$ cat src/design/vnw_pkg.sv
`timescale 1ns / 1ps

package vnw_pkg;

  // Field widths of one input word and one result word.
  localparam int SAMPLE_W      = 8;
  localparam int BYTE_W        = 8;
  localparam int POOL_IDX_W    = 6;
  localparam int BLOCK_W       = 16;
  localparam int BIT_CNT_W     = 3;

  // Three bit pairs are taken from the low bits of each sample.
  localparam int PAIR_COUNT    = 3;

  // Register reset value and default ring size.
  localparam logic [BLOCK_W-1:0] BLOCK_BYTES_RESET = 16'd10000;
  localparam int POOL_BYTES_DEFAULT = 64;

  // Stream packing: tdata = {pool_index, pool_byte, white_byte}, padded to bytes.
  localparam int TDATA_USED_W  = BYTE_W + BYTE_W + POOL_IDX_W;
  localparam int TDATA_W       = ((TDATA_USED_W + 7) / 8) * 8;
  // tuser = {pool_filled, pool_valid, white_valid}.
  localparam int TUSER_W       = 3;

  // One result word as produced by the packing core.
  typedef struct packed {
    logic                  white_valid;
    logic [BYTE_W-1:0]     white_byte;
    logic                  block_end;
    logic                  pool_valid;
    logic [BYTE_W-1:0]     pool_byte;
    logic [POOL_IDX_W-1:0] pool_index;
    logic                  pool_filled;
  } vnw_result_t;

endpackage

$ cat src/design/von_neumann_whitener_with_discard_pool.sv
`timescale 1ns / 1ps
// Path: a word accepted on the input waits in the input register, passes the combinational
// packing core and is registered in the result register that drives out_.
// Throughput: one word per cycle while the output is taken; packing is combinational.
// While a result waits at the output the input register still takes one word, then stalls.
// Reset (rst_n low, synchronous) clears all packing state and the ring position,
// empties both registers and loads block_bytes with 10000.

module von_neumann_whitener_with_discard_pool #(
  parameter int POOL_BYTES = vnw_pkg::POOL_BYTES_DEFAULT
) (
  input  logic                          clk,
  input  logic                          rst_n,
  // Input stream.
  input  logic                          in_tvalid,
  output logic                          in_tready,
  input  logic [vnw_pkg::SAMPLE_W-1:0]  in_tdata,   // [7:0] sample
  // Result stream.
  output logic                          out_tvalid,
  input  logic                          out_tready,
  output logic [vnw_pkg::TDATA_W-1:0]   out_tdata,  // [7:0] white_byte, [15:8] pool_byte,
                                                    // [21:16] pool_index, [23:22] zero
  output logic [vnw_pkg::TUSER_W-1:0]   out_tuser,  // [0] white_valid, [1] pool_valid,
                                                    // [2] pool_filled
  output logic                          out_tlast,  // block_end
  // Configuration.
  input  logic                          cfg_valid,
  output logic                          cfg_ready,
  input  logic [vnw_pkg::BLOCK_W-1:0]   cfg_data    // block_bytes
);
  import vnw_pkg::*;

  logic                 in_valid_r;
  logic [SAMPLE_W-1:0]  sample_r;
  logic                 out_valid_r;
  vnw_result_t          res_r;
  vnw_result_t          res;
  logic [BLOCK_W-1:0]   block_bytes_r;
  logic                 load;

  // A word moves to the output when the output register is free or draining.
  assign load      = in_valid_r && (!out_valid_r || out_tready);
  assign in_tready = !in_valid_r || load;
  assign cfg_ready = 1'b1;

  // Configuration register.
  always_ff @(posedge clk) begin
    if (!rst_n) begin
      block_bytes_r <= BLOCK_BYTES_RESET;
    end else if (cfg_valid) begin
      block_bytes_r <= cfg_data;
    end
  end

  // Input register.
  always_ff @(posedge clk) begin
    if (!rst_n) begin
      in_valid_r <= 1'b0;
    end else if (in_tready) begin
      in_valid_r <= in_tvalid;
    end
  end

  always_ff @(posedge clk) begin
    if (in_tready && in_tvalid) begin
      sample_r <= in_tdata;
    end
  end

  vnw_core #(
    .POOL_BYTES (POOL_BYTES)
  ) u_core (
    .clk         (clk),
    .rst_n       (rst_n),
    .en          (load),
    .sample      (sample_r),
    .block_bytes (block_bytes_r),
    .result      (res)
  );

  // Result register.
  always_ff @(posedge clk) begin
    if (!rst_n) begin
      out_valid_r <= 1'b0;
    end else if (load) begin
      out_valid_r <= 1'b1;
    end else if (out_tready) begin
      out_valid_r <= 1'b0;
    end
  end

  always_ff @(posedge clk) begin
    if (load) begin
      res_r <= res;
    end
  end

  assign out_tvalid = out_valid_r;
  assign out_tdata  = {{(TDATA_W-TDATA_USED_W){1'b0}},
                       res_r.pool_index, res_r.pool_byte, res_r.white_byte};
  assign out_tuser  = {res_r.pool_filled, res_r.pool_valid, res_r.white_valid};
  assign out_tlast  = res_r.block_end;

endmodule

$ cat src/design/vnw_core.sv
`timescale 1ns / 1ps

module vnw_core #(
  parameter int POOL_BYTES = vnw_pkg::POOL_BYTES_DEFAULT
) (
  input  logic                          clk,
  input  logic                          rst_n,
  input  logic                          en,
  input  logic [vnw_pkg::SAMPLE_W-1:0]  sample,
  input  logic [vnw_pkg::BLOCK_W-1:0]   block_bytes,
  output vnw_pkg::vnw_result_t          result
);
  import vnw_pkg::*;

  localparam int POS_W = (POOL_BYTES > 1) ? $clog2(POOL_BYTES) : 1;
  localparam logic [POS_W-1:0] POS_LAST = POS_W'(POOL_BYTES - 1);

  // Packing state.
  logic [BYTE_W-1:0]    white_partial_r, white_partial_nxt;
  logic [BIT_CNT_W-1:0] white_cnt_r, white_cnt_nxt;
  logic [BLOCK_W-1:0]   block_cnt_r, block_cnt_nxt;
  logic [BYTE_W-1:0]    pool_partial_r, pool_partial_nxt;
  logic [BIT_CNT_W-1:0] pool_cnt_r, pool_cnt_nxt;
  logic [POS_W-1:0]     pool_pos_r, pool_pos_nxt;
  logic                 pool_wrapped_r, pool_wrapped_nxt;

  // Walk the three pairs in order; each one feeds one of the two packers.
  always_comb begin
    logic a;
    logic b;
    white_partial_nxt   = white_partial_r;
    white_cnt_nxt       = white_cnt_r;
    block_cnt_nxt       = block_cnt_r;
    pool_partial_nxt    = pool_partial_r;
    pool_cnt_nxt        = pool_cnt_r;
    pool_pos_nxt        = pool_pos_r;
    pool_wrapped_nxt    = pool_wrapped_r;
    result.white_valid  = 1'b0;
    result.white_byte   = '0;
    result.block_end    = 1'b0;
    result.pool_valid   = 1'b0;
    result.pool_byte    = '0;
    result.pool_index   = '0;
    for (int k = 0; k < PAIR_COUNT; k++) begin
      a = sample[2*k];
      b = sample[2*k+1];
      if (a != b) begin
        white_partial_nxt[white_cnt_nxt] = a;
        if (white_cnt_nxt == '1) begin
          // Byte complete: emit and advance the block counter.
          result.white_valid = 1'b1;
          result.white_byte  = white_partial_nxt;
          white_partial_nxt  = '0;
          white_cnt_nxt      = '0;
          if (({1'b0, block_cnt_nxt} + 17'd1) >= {1'b0, block_bytes}) begin
            result.block_end = 1'b1;
            block_cnt_nxt    = '0;
          end else begin
            block_cnt_nxt = block_cnt_nxt + 1'b1;
          end
        end else begin
          white_cnt_nxt = white_cnt_nxt + 1'b1;
        end
      end else begin
        pool_partial_nxt[pool_cnt_nxt] = a;
        if (pool_cnt_nxt == '1) begin
          // Pool byte complete: report the low bits of its ring slot and step the ring.
          result.pool_valid = 1'b1;
          result.pool_byte  = pool_partial_nxt;
          result.pool_index = POOL_IDX_W'(pool_pos_nxt);
          pool_partial_nxt  = '0;
          pool_cnt_nxt      = '0;
          if (pool_pos_nxt == POS_LAST) begin
            pool_pos_nxt     = '0;
            pool_wrapped_nxt = 1'b1;
          end else begin
            pool_pos_nxt = pool_pos_nxt + 1'b1;
          end
        end else begin
          pool_cnt_nxt = pool_cnt_nxt + 1'b1;
        end
      end
    end
    result.pool_filled = pool_wrapped_nxt;
  end

  // State advances only when a word is processed.
  always_ff @(posedge clk) begin
    if (!rst_n) begin
      white_partial_r <= '0;
      white_cnt_r     <= '0;
      block_cnt_r     <= '0;
      pool_partial_r  <= '0;
      pool_cnt_r      <= '0;
      pool_pos_r      <= '0;
      pool_wrapped_r  <= 1'b0;
    end else if (en) begin
      white_partial_r <= white_partial_nxt;
      white_cnt_r     <= white_cnt_nxt;
      block_cnt_r     <= block_cnt_nxt;
      pool_partial_r  <= pool_partial_nxt;
      pool_cnt_r      <= pool_cnt_nxt;
      pool_pos_r      <= pool_pos_nxt;
      pool_wrapped_r  <= pool_wrapped_nxt;
    end
  end

endmodule

$ cat config.mk
export PLATFORM = sky130hd
export DESIGN_NAME = von_neumann_whitener_with_discard_pool
export DESIGN_NICKNAME = d
export VERILOG_FILES = /design/src/design/vnw_pkg.sv /design/src/design/von_neumann_whitener_with_discard_pool.sv /design/src/design/vnw_core.sv
export SDC_FILE = /design/constraint.sdc
export NUM_CORES = 1
export LEC_CHECK = 0
export ABC_AREA = 1
export BUFFER_PORTS_ARGS = -buffer_cell sky130_fd_sc_hd__buf_4
export CORE_ASPECT_RATIO = 1.5
export CORE_UTILIZATION = 62
export DETAILED_ROUTE_END_ITERATION = 10
export GPL_TIMING_DRIVEN = 0
export PLACE_DENSITY = 0.77
export SYNTH_ARGS = -nofsm -noshare
export SYNTH_HDL_FRONTEND = slang
export SYNTH_SLANG_ARGS = --single-unit
$ cat constraint.sdc
create_clock -name clk -period 10 [get_ports clk]
set_clock_uncertainty 0.05 [all_clocks]
set_input_delay 2 -clock clk [delete_from_list [all_inputs] [get_ports clk]]
set_output_delay 2 -clock clk [all_outputs]
set_load 0.005 [all_outputs]
# Word-level counts from Yosys, hierarchy flattened
# Cells that the tools add are included.
# totals
register_bits,95
in_bits,29
word_cells,159
# op_classes
add_sub_neg,15
n_lt_le_gt_ge,15
eq_ne,12
n_mux,86
reduce_logical,13
# ops
op,n
2-to-1 mux 16 bit,9
2-to-1 mux 8 bit,12
2-to-1 mux 15 bit,6
2-to-1 mux 10 bit,6
2-to-1 mux 6 bit,9
"adder 16 x 1 -> 17 bit, second input constant",3
greater-or-equal comparator 17 x 16 -> 1 bit,3
"adder 16 x 1 -> 16 bit, second input constant",3
bitwise mux 8 bit,6
2-to-1 mux 3 bit,12
"less-than comparator 3 x 4 -> 1 bit, second input constant",6
2-to-1 mux 1 bit,20
"adder 3 x 1 -> 3 bit, second input constant",6
"adder 6 x 1 -> 6 bit, second input constant",3
demux 1 bit (select 3 bit),6
"== test 3 bit, second input constant",6
"== test 6 bit, second input constant",3
"greater-or-equal comparator 3 x 1 -> 1 bit, second input constant",6
logical AND 1 bit,8
inequality test 1 bit,3
logical NOT 1 bit,2
logical OR 1 bit,2
nonzero test 2 bit,1

# Longest topological paths before layout
# Gate-level depths: netlist of the first run.
# depth
word_depth,15
depth_mapped,58

# Modules after synthesis
# Synthesis of the first run repeated with hierarchy kept, for this count alone.
# unflattened
hier_cells,1435
hier_area_um2,9286.4
# modules_own_cells
mod,instances,cells_each,area_each_um2,seq_area_each_um2
vnw_core,1,1315,7601.0,900.9
von_neumann_whitener_with_discard_pool,1,120,1685.4,1381.3

# Worst setup path after synthesis of the first run
# Ideal clock, no wire load.
# synth_timing
path_kind,reg2reg
startpoint,reg u_core.block_cnt_r[0]
endpoint,reg u_core.block_cnt_r[5]
arrival_time_ns,7.227
required_time_ns,9.880
slack_ns,2.654
path_stages_with_launch,55
path_buffers,1
period_less_slack_ns,7.346
path_cell_list,dfxtp_1 > ha_1 > nand2_2 > nor2_4 > nand3_1 > nor3_1 > xor2_1 > ha_1 > nand2_1 > inv_1 > nand2_1 > nor2_1 > nand2_1 > nand3_1 > nand2_1 > nand4_1 > nand2_1 > ha_1 > (+19 left out) > inv_1 > ha_1 > nand2_1 > inv_1 > nand3_1 > nor3_1 > a211oi_1 > o21ai_0 > a21oi_1 > nor2_1 > a211oi_1 > o21ai_0 > a21oi_1 > nand3_4 > inv_4 > buf_6 > nand2_1 > a21oi_1
# synth_via
elab_chain_cells,15
# synth_lines
element,line,rtl
from (decl),vnw_core.sv:21,"logic [BLOCK_W-1:0] block_cnt_r, block_cnt_nxt;"
from (signal assigned),vnw_core.sv:100,block_cnt_r <= block_cnt_nxt;
adder 16 x 1 -> 17 bit,vnw_core.sv:55,"if (({1'b0, block_cnt_nxt} + 17'd1) >= {1'b0, block_bytes}) begin"
greater-or-equal comparator 17 x 16 -> 1 bit,vnw_core.sv:55,
2-to-1 mux 16 bit,vnw_core.sv:55,
2-to-1 mux 16 bit,vnw_core.sv:49,if (white_cnt_nxt == '1) begin
2-to-1 mux 16 bit *,vnw_core.sv:47,if (a != b) begin
adder 16 x 1 -> 17 bit,vnw_core.sv:55,
greater-or-equal comparator 17 x 16 -> 1 bit,vnw_core.sv:55,
2-to-1 mux 16 bit,vnw_core.sv:55,
2-to-1 mux 16 bit,vnw_core.sv:49,
2-to-1 mux 16 bit *,vnw_core.sv:47,
adder 16 x 1 -> 17 bit,vnw_core.sv:55,
greater-or-equal comparator 17 x 16 -> 1 bit,vnw_core.sv:55,
2-to-1 mux 16 bit,vnw_core.sv:55,
2-to-1 mux 16 bit,vnw_core.sv:49,
2-to-1 mux 16 bit *,vnw_core.sv:47,
# Mark *: on every way between the ends. The rest lies on a longest branch, timed or not.
# A chain may end at the register's enable or synchronous reset.

# Worst setup path after layout of the first run
# Same ends and word-level chain as after synthesis.

==> results of run 1 <==
## routing by layer
| layer | up-vias | track usage |
|---|---|---|
| met2 | 461 | 0.665 |
| met1 | 4232 | 0.433 |
| li1 | 4600 | - |
| met3 | 134 | 0.0785 |
| met4 | 0 | 0.296 |
| met5 | - | 0 |
## cell type report
| type | instances | area, um^2 | share of cell area |
|---|---|---|---|
| Timing Repair Buffer | 55 | 425 | 0.0440 |
| Clock buffer | 11 | 233 | 0.0240 |
| Multi-Input combinational cell | 1027 | 5710 | 0.590 |
| Clock inverter | 5 | 81.3 | 0.00840 |
| Inverter | 159 | 599 | 0.0619 |
| Tap cell | 162 | 203 | 0.0209 |
| Buffer | 45 | 205 | 0.0212 |
| Sequential cell | 95 | 2220 | 0.230 |
## what timing repair did
action / 4_1_cts / 5_1_grt
buffers inserted: 0 / 0
setup endpoints to repair: 0 / 17
gates resized for setup: 0 / 3
## through the flow
step | area (um^2) | total power, uW | util
global route | 9680 | 1280 | 0.712
CTS | 9670 | 1210 | 0.711
detailed placement | 9350 | 837 | 0.688
floorplan | 8720 | 721 | -
finish | 9680 | 1220 | 0.712
global placement | 9330 | 828 | 0.686
## cell usage in the layout, fill, tap and decap left out, types with 16 or more instances in the layout
cell type / n
a21oi_1: 124
buf_4: 57
clkbuf_1: 37
dfxtp_1: 63
edfxtp_1: 32
ha_1: 66
inv_1: 146
nand2_1: 290
nand2_2: 16
nand3_1: 76
nand4_1: 17
nor2_1: 124
o21ai_0: 123
o22ai_1: 20
xor2_1: 23
## sequential cells by signal, indices dropped and copies added (netlist names)
| name | flops |
|---|---|
| u_core.block_cnt_r | 16 |
| u_core.pool_pos_r | 6 |
| u_core.white_cnt_r | 3 |
| block_bytes_r | 16 |
| out_tlast | 1 |
| u_core.pool_wrapped_r | 1 |
| u_core.pool_cnt_r | 3 |
| in_valid_r | 1 |
| out_tvalid | 1 |
| u_core.white_partial_r | 8 |
| u_core.pool_partial_r | 8 |
| sample_r | 6 |
| out_tdata | 22 |
| out_tuser | 3 |
## power by group through the flow
stage                     Combinational, uW  Sequential, uW  Clock [uW]
after floorplan                         271             450           0
final                                   398             448         373
after detailed placement                382             455           0
after CTS                               384             447         374
after global placement                  373             455           0
after global routing                    441             450         386
## cells by family after synthesis
kind of cell / Yosys count / share of synthesized area
AND/OR/NAND/NOR: 577 / 0.299
AO/OA/AOI/OAI: 351 / 0.228
buffers and inverters: 204 / 0.0921
flip-flops: 95 / 0.255
adder cells (fa/ha/maj): 66 / 0.0947
XOR/XNOR: 30 / 0.0301
other: 2 / 0.000861
## final timing paths
path / endpoint / cells past startpoint
hold / removal: u_core.pool_pos_r[5] / 2
setup reg to reg: u_core.block_cnt_r[5] / 55
setup / recovery: u_core.block_cnt_r[5] / 55
hold reg to reg: u_core.pool_pos_r[5] / 2
## tightest hold or removal path: cells and delay by family (launching register included)
kind            cells  cell delay, ns
compound gates      1            0.06
flops               1            0.33
simple gates        1            0.07
==> flow_metrics.py, run 1 <==
metrics = {
    "flow_run": {
        "maxCapViolations": 0,
    },
    "placement": {
        "dpl.hpwl_mm": 21.3,
        "dpl_worst_slack_ns": 0.682,
        "post-place-cells": 1543,
        "port_buffers": 54,
        "gp_congestion": 1.00,
    },
    "clocking": {
        "cts_tree": "done",
        "clk_pin_slew_ns": 0.07,
        "cts_root_buf": "clkbuf_16",
        "hold_buffers": 0,
        "numCtsBuffers": 9,
        "cts_max_path_buffers": 2,
        "clock_latency_ns": 0.35,
        "htree_levels": 3,
        "clock-sinks": 95,
    },
    "worst_setup_path": {
        "path_buf_inv": 7,
        "criticalPathCategory": "flip-flop to flip-flop",
        "critPathTopFamily": "simple AND/OR/NAND/NOR gates",
        "max_stage_delay_ns": 0.52,
        "worst_ep_required_time_ns": 10.23,
        "critPathMaxFanout": 10,
        "startpoint": "u_core.block_cnt_r[0]",
        "r2r-start": "u_core.block_cnt_r[0]",
        "arrival_ns": 9.58,
        "cp_slowest_cell": "dfxtp_1",
        "cp_common_cell": "nand2_1",
        "end_kind": "flip-flop",
        "worstSetupStartpointType": "flip-flop",
        "rrSetupSlack_ns": 0.66,
    },
    "drt": {
        "post_drt_wl_per_cell_um": 18.2,
        "first_pass_iters": 5,
        "met1Wirelength_mm": 10.3,
        "dr_wl_met2_mm": 13.5,
        "final_antenna_net_count": 0,
        "num_vias": 9427,
        "routed-wl-met3_mm": 2.31,
        "drt_iter0_drc": 711,
        "top_layer": "met4",
        "drc": 0,
        "routed_wl_mm": 28.4,
        "viasPerCell": 6.05,
    },
    "cells_and_area": {
        "drive_gt1_frac": 0.114,
        "stdcell_count": 1559,
        "nets": 1487,
        "insertedDiodeCount": 0,
        "area_growth_pct": 11.0,
        "fillers": 1245,
    },
    "power": {
        "p_per_area_nw_per_um2": 126,
        "seqPwrFrac": 0.367,
        "p_comb_frac": 0.327,
        "p_clk_frac": 0.306,
        "switching_share": 0.364,
        "p_leak_uw": 0.00440,
        "ir_drop_v": 0.000107,
        "p_int_uw": 775,
        "p_switching_uw": 444,
    },
    "timing": {
        "worst_pin_slew_ns": 0.874,
        "hold_viol": 0,
        "clock.fmax_mhz": 107,
        "setup_viol": 0,
        "fin_crit_ns": 9.34,
        "whs_ns": 0.450,
        "setup_slack_ns": 0.657,
        "finalSetupTns_ns": 0,
        "slew_headroom": 0.415,
        "slew_viol_final": 0,
        "grt_setup_unrepaired": "false",
        "fin_crit_sh": 0.934,
    },
    "synth": {
        "syn_area_um2": 8720,
        "synth_common_cells": "nand2_1 (290), inv_1 (146), a21oi_1 (125), nor2_1 (125), o21ai_0 (123)",
        "synthCells": 1325,
        "synth_edf_count": 32,
        "ys_seq_area_frac": 0.255,
        "synth_top_flop_cell": "dfxtp_1",
        "yosys.cell_count.top_type": "nand2_1",
        "synth.avg_cell_area_um2": 6.58,
        "synthArstFlopShare": 0,
        "ys_top_cells_by_area": "dfxtp_1 (14%), nand2_1 (12%), edfxtp_1 (11%)",
        "ys_types": 55,
        "ys_ff_latch": 95,
        "synth_top_area_share": 0.145,
        "yosysTopAreaCell": "dfxtp_1",
        "yosysWarnings": 0,
    },
    "floorplanning": {
        "die_x_um": 98.8,
        "ios": 60,
        "start_util": 0.641,
        "rows": 52,
        "core-area_um2": 13600,
        "die-height_um": 147,
        "dieArea_um2": 14500,
    },
    "min_path": {
        "worstHoldStart": "u_core.pool_pos_r[5]",
        "min_path_type": "flip-flop to flip-flop",
    },
    "outcome": {
        "status": "complete, no violations",
    },
    "global_route": {
        "antenna_found_initial": 0,
        "track_usage": 0.394,
        "grt_pass1_vias": 8715,
        "grt_overflow": 0,
        "grt_max_degree": 36,
        "grt_pass1_wl_mm": 44.2,
    },
}
Power figures use the tool's default switching activity.
==> inputs of run 2 (changes only) <==
--- a/config.mk
+++ b/config.mk
@@ -8,10 +8,10 @@
 export ABC_AREA = 1
 export BUFFER_PORTS_ARGS = -buffer_cell sky130_fd_sc_hd__buf_4
 export CORE_ASPECT_RATIO = 1.5
-export CORE_UTILIZATION = 62
+export CORE_UTILIZATION = 60
 export DETAILED_ROUTE_END_ITERATION = 10
 export GPL_TIMING_DRIVEN = 0
-export PLACE_DENSITY = 0.77
+export PLACE_DENSITY = 0.75
 export SYNTH_ARGS = -nofsm -noshare
 export SYNTH_HDL_FRONTEND = slang
 export SYNTH_SLANG_ARGS = --single-unit
==> constraint.sdc (replaced) <==
create_clock -name clk -period 10.1 [get_ports clk]
set_clock_uncertainty 0.05 [all_clocks]
set_input_delay 2.02 -clock clk [delete_from_list [all_inputs] [get_ports clk]]
set_output_delay 2.02 -clock clk [all_outputs]
set_load 0.005 [all_outputs]
==> flow_metrics.py, run 2 (synthesized netlist as in run 1, its figures left out) <==
metrics = {
    "global_route": {
        "track_usage": 0.402,
        "antenna_found_initial": 0,
        "grt_overflow": 0,
        "grt_max_degree": 36,
        "grt_pass1_vias": 8829,
        "grt_pass1_wl_mm": 45.6,
    },
    "placement": {
        "dpl.hpwl_mm": 21.8,
        "gp_congestion": 0.992,
        "post-place-cells": 1572,
        "port_buffers": 54,
    },
    "cells_and_area": {
        "drive_gt1_frac": 0.119,
        "utilization": 0.689,
        "insertedDiodeCount": 0,
        "area_growth_pct": 11.7,
        "nets": 1486,
        "layout_commonest_cell": "nand2_1",
        "largest_reg_flops": 22,
        "final_cell_mix": "nand2_1 (288), inv_1 (146), nor2_1 (124)",
        "stdcell_count": 1588,
    },
    "worst_setup_path": {
        "timing.rr.end": "u_core.block_cnt_r[7]",
        "critPathMaxFanout": 10,
        "worstSetupStartpointType": "flip-flop",
        "r2r-start": "u_core.block_cnt_r[0]",
        "max_stage_delay_ns": 0.43,
        "critPathCapture": "u_core.block_cnt_r[7]",
        "startpoint": "u_core.block_cnt_r[0]",
        "worst_ep_required_time_ns": 10.34,
        "rrSetupSlack_ns": 1.07,
        "rr_worst_depth": 55,
        "criticalPathCategory": "flip-flop to flip-flop",
        "arrival_ns": 9.27,
        "cp_common_cell": "nand2_1",
        "cp_slowest_cell": "dfxtp_2",
        "end_kind": "flip-flop",
    },
    "timing": {
        "fin_crit_ns": 9.03,
        "finalSetupTns_ns": 0,
        "clock.fmax_mhz": 111,
        "slew_viol_final": 0,
        "whs_ns": 0.446,
        "fin_crit_sh": 0.894,
        "grt_setup_unrepaired": "false",
        "hold_viol": 0,
        "slew_headroom": 0.363,
        "worst_pin_slew_ns": 0.956,
        "setup_viol": 0,
    },
    "power": {
        "power_uw": 1210,
        "p_switching_uw": 453,
        "seqPwrFrac": 0.365,
        "p_leak_uw": 0.00440,
        "p_per_area_nw_per_um2": 124,
        "p_clk_frac": 0.307,
        "switching_share": 0.374,
        "ir_drop_v": 0.000101,
        "p_comb_frac": 0.328,
        "p_int_uw": 759,
    },
    "floorplanning": {
        "dieArea_um2": 15000,
        "core-area_um2": 14100,
        "ios": 60,
        "die-height_um": 150,
        "rows": 53,
        "die_x_um": 100,
        "start_util": 0.617,
    },
    "drt": {
        "post_drt_wl_per_cell_um": 18.3,
        "first_pass_iters": 5,
        "viasPerCell": 5.90,
        "drc": 0,
        "num_vias": 9371,
        "drt_iter0_drc": 719,
        "final_antenna_net_count": 0,
        "routed_wl_mm": 29.0,
    },
    "flow_run": {
        "maxCapViolations": 0,
    },
    "clocking": {
        "clk_pin_slew_ns": 0.07,
        "cts_setup_buffers": 0,
        "cts_root_buf": "clkbuf_16",
        "clock_latency_ns": 0.36,
        "cts_tree": "done",
        "clock-sinks": 95,
        "cts_max_path_buffers": 2,
        "numCtsBuffers": 9,
        "htree_levels": 3,
    },
    "min_path": {
        "min_path_type": "flip-flop to flip-flop",
    },
    "outcome": {
        "status": "complete, no violations",
    },
}
[run 2: changes by cell type in the layout (fill, tap and decap cells not counted), sizes merged]
cell and delta:
buf -1, inv +1, bufinv -1
[run 2: routing by layer]
layer,up-vias,wire (um),GRT usage
li1,4599,-,-
met2,431,14200,0.676
met3,135,1990,0.0808
met5,-,0,0
met1,4206,10800,0.448
met4,0,2020,0.287
[run 2: how the worst min path moves through the flow]
stage | slack [ns] | endpoint | startpoint | cells past startpoint
final | 0.45 | u_core.pool_pos_r[5] | u_core.pool_pos_r[5] | 2
after global routing | 0.48 | u_core.pool_pos_r[5] | u_core.pool_pos_r[5] | 2
after CTS | 0.44 | u_core.pool_pos_r[5] | u_core.pool_pos_r[5] | 2
after detailed placement | 0.43 | u_core.pool_pos_r[5] | u_core.pool_pos_r[5] | 2
after global placement | 0.43 | u_core.pool_pos_r[5] | u_core.pool_pos_r[5] | 2
after floorplan | 0.41 | u_core.pool_pos_r[5] | u_core.pool_pos_r[5] | 2
[run 2: power by group through the flow]
stage | Combinational (uW) | Clock (uW) | Sequential (uW)
finish | 398 | 372 | 443
global route | 441 | 384 | 445
CTS | 382 | 372 | 442
detailed placement | 380 | 0 | 450
global placement | 374 | 0 | 450
floorplan | 269 | 0 | 446
[run 2: area by class of cell]
class | count | area, um^2
multi-input cells | 1027 | 5750
flip-flops and latches | 95 | 2220
fillers | 1332 | 4390
well taps | 192 | 240
plain buffers | 45 | 205
inverters | 159 | 599
repair buffers | 54 | 405
clock buffers | 11 | 254
clock inverters | 5 | 62.6
[run 2: timing repair]
item | 4_1_cts | 5_1_grt
hold buffers | 0 | 0
endpoints found under the setup margin | 0 | 17
hold endpoints to repair | 0 | 0
gates resized for setup | 0 | 11
[run 2: through the flow]
stage	area [um^2]	setup WS (ns)
finish	9740	1.07
global route	9740	0.240
CTS	9690	0.511
detailed placement	9370	0.588
global placement	9370	0.680
floorplan	8720	2.75
[run 2: critical path: cells and delay by family, from the launching register on]
kind / cells / cell delay (ns)
buffers and inverters: 7 / 0.59
xor gates and xnor gates: 3 / 0.72
adders and majority gates: 5 / 1.23
DFF: 1 / 0.43
and+or+nand+nor: 30 / 3.81
AOI/OAI and AO/OA: 10 / 2.08
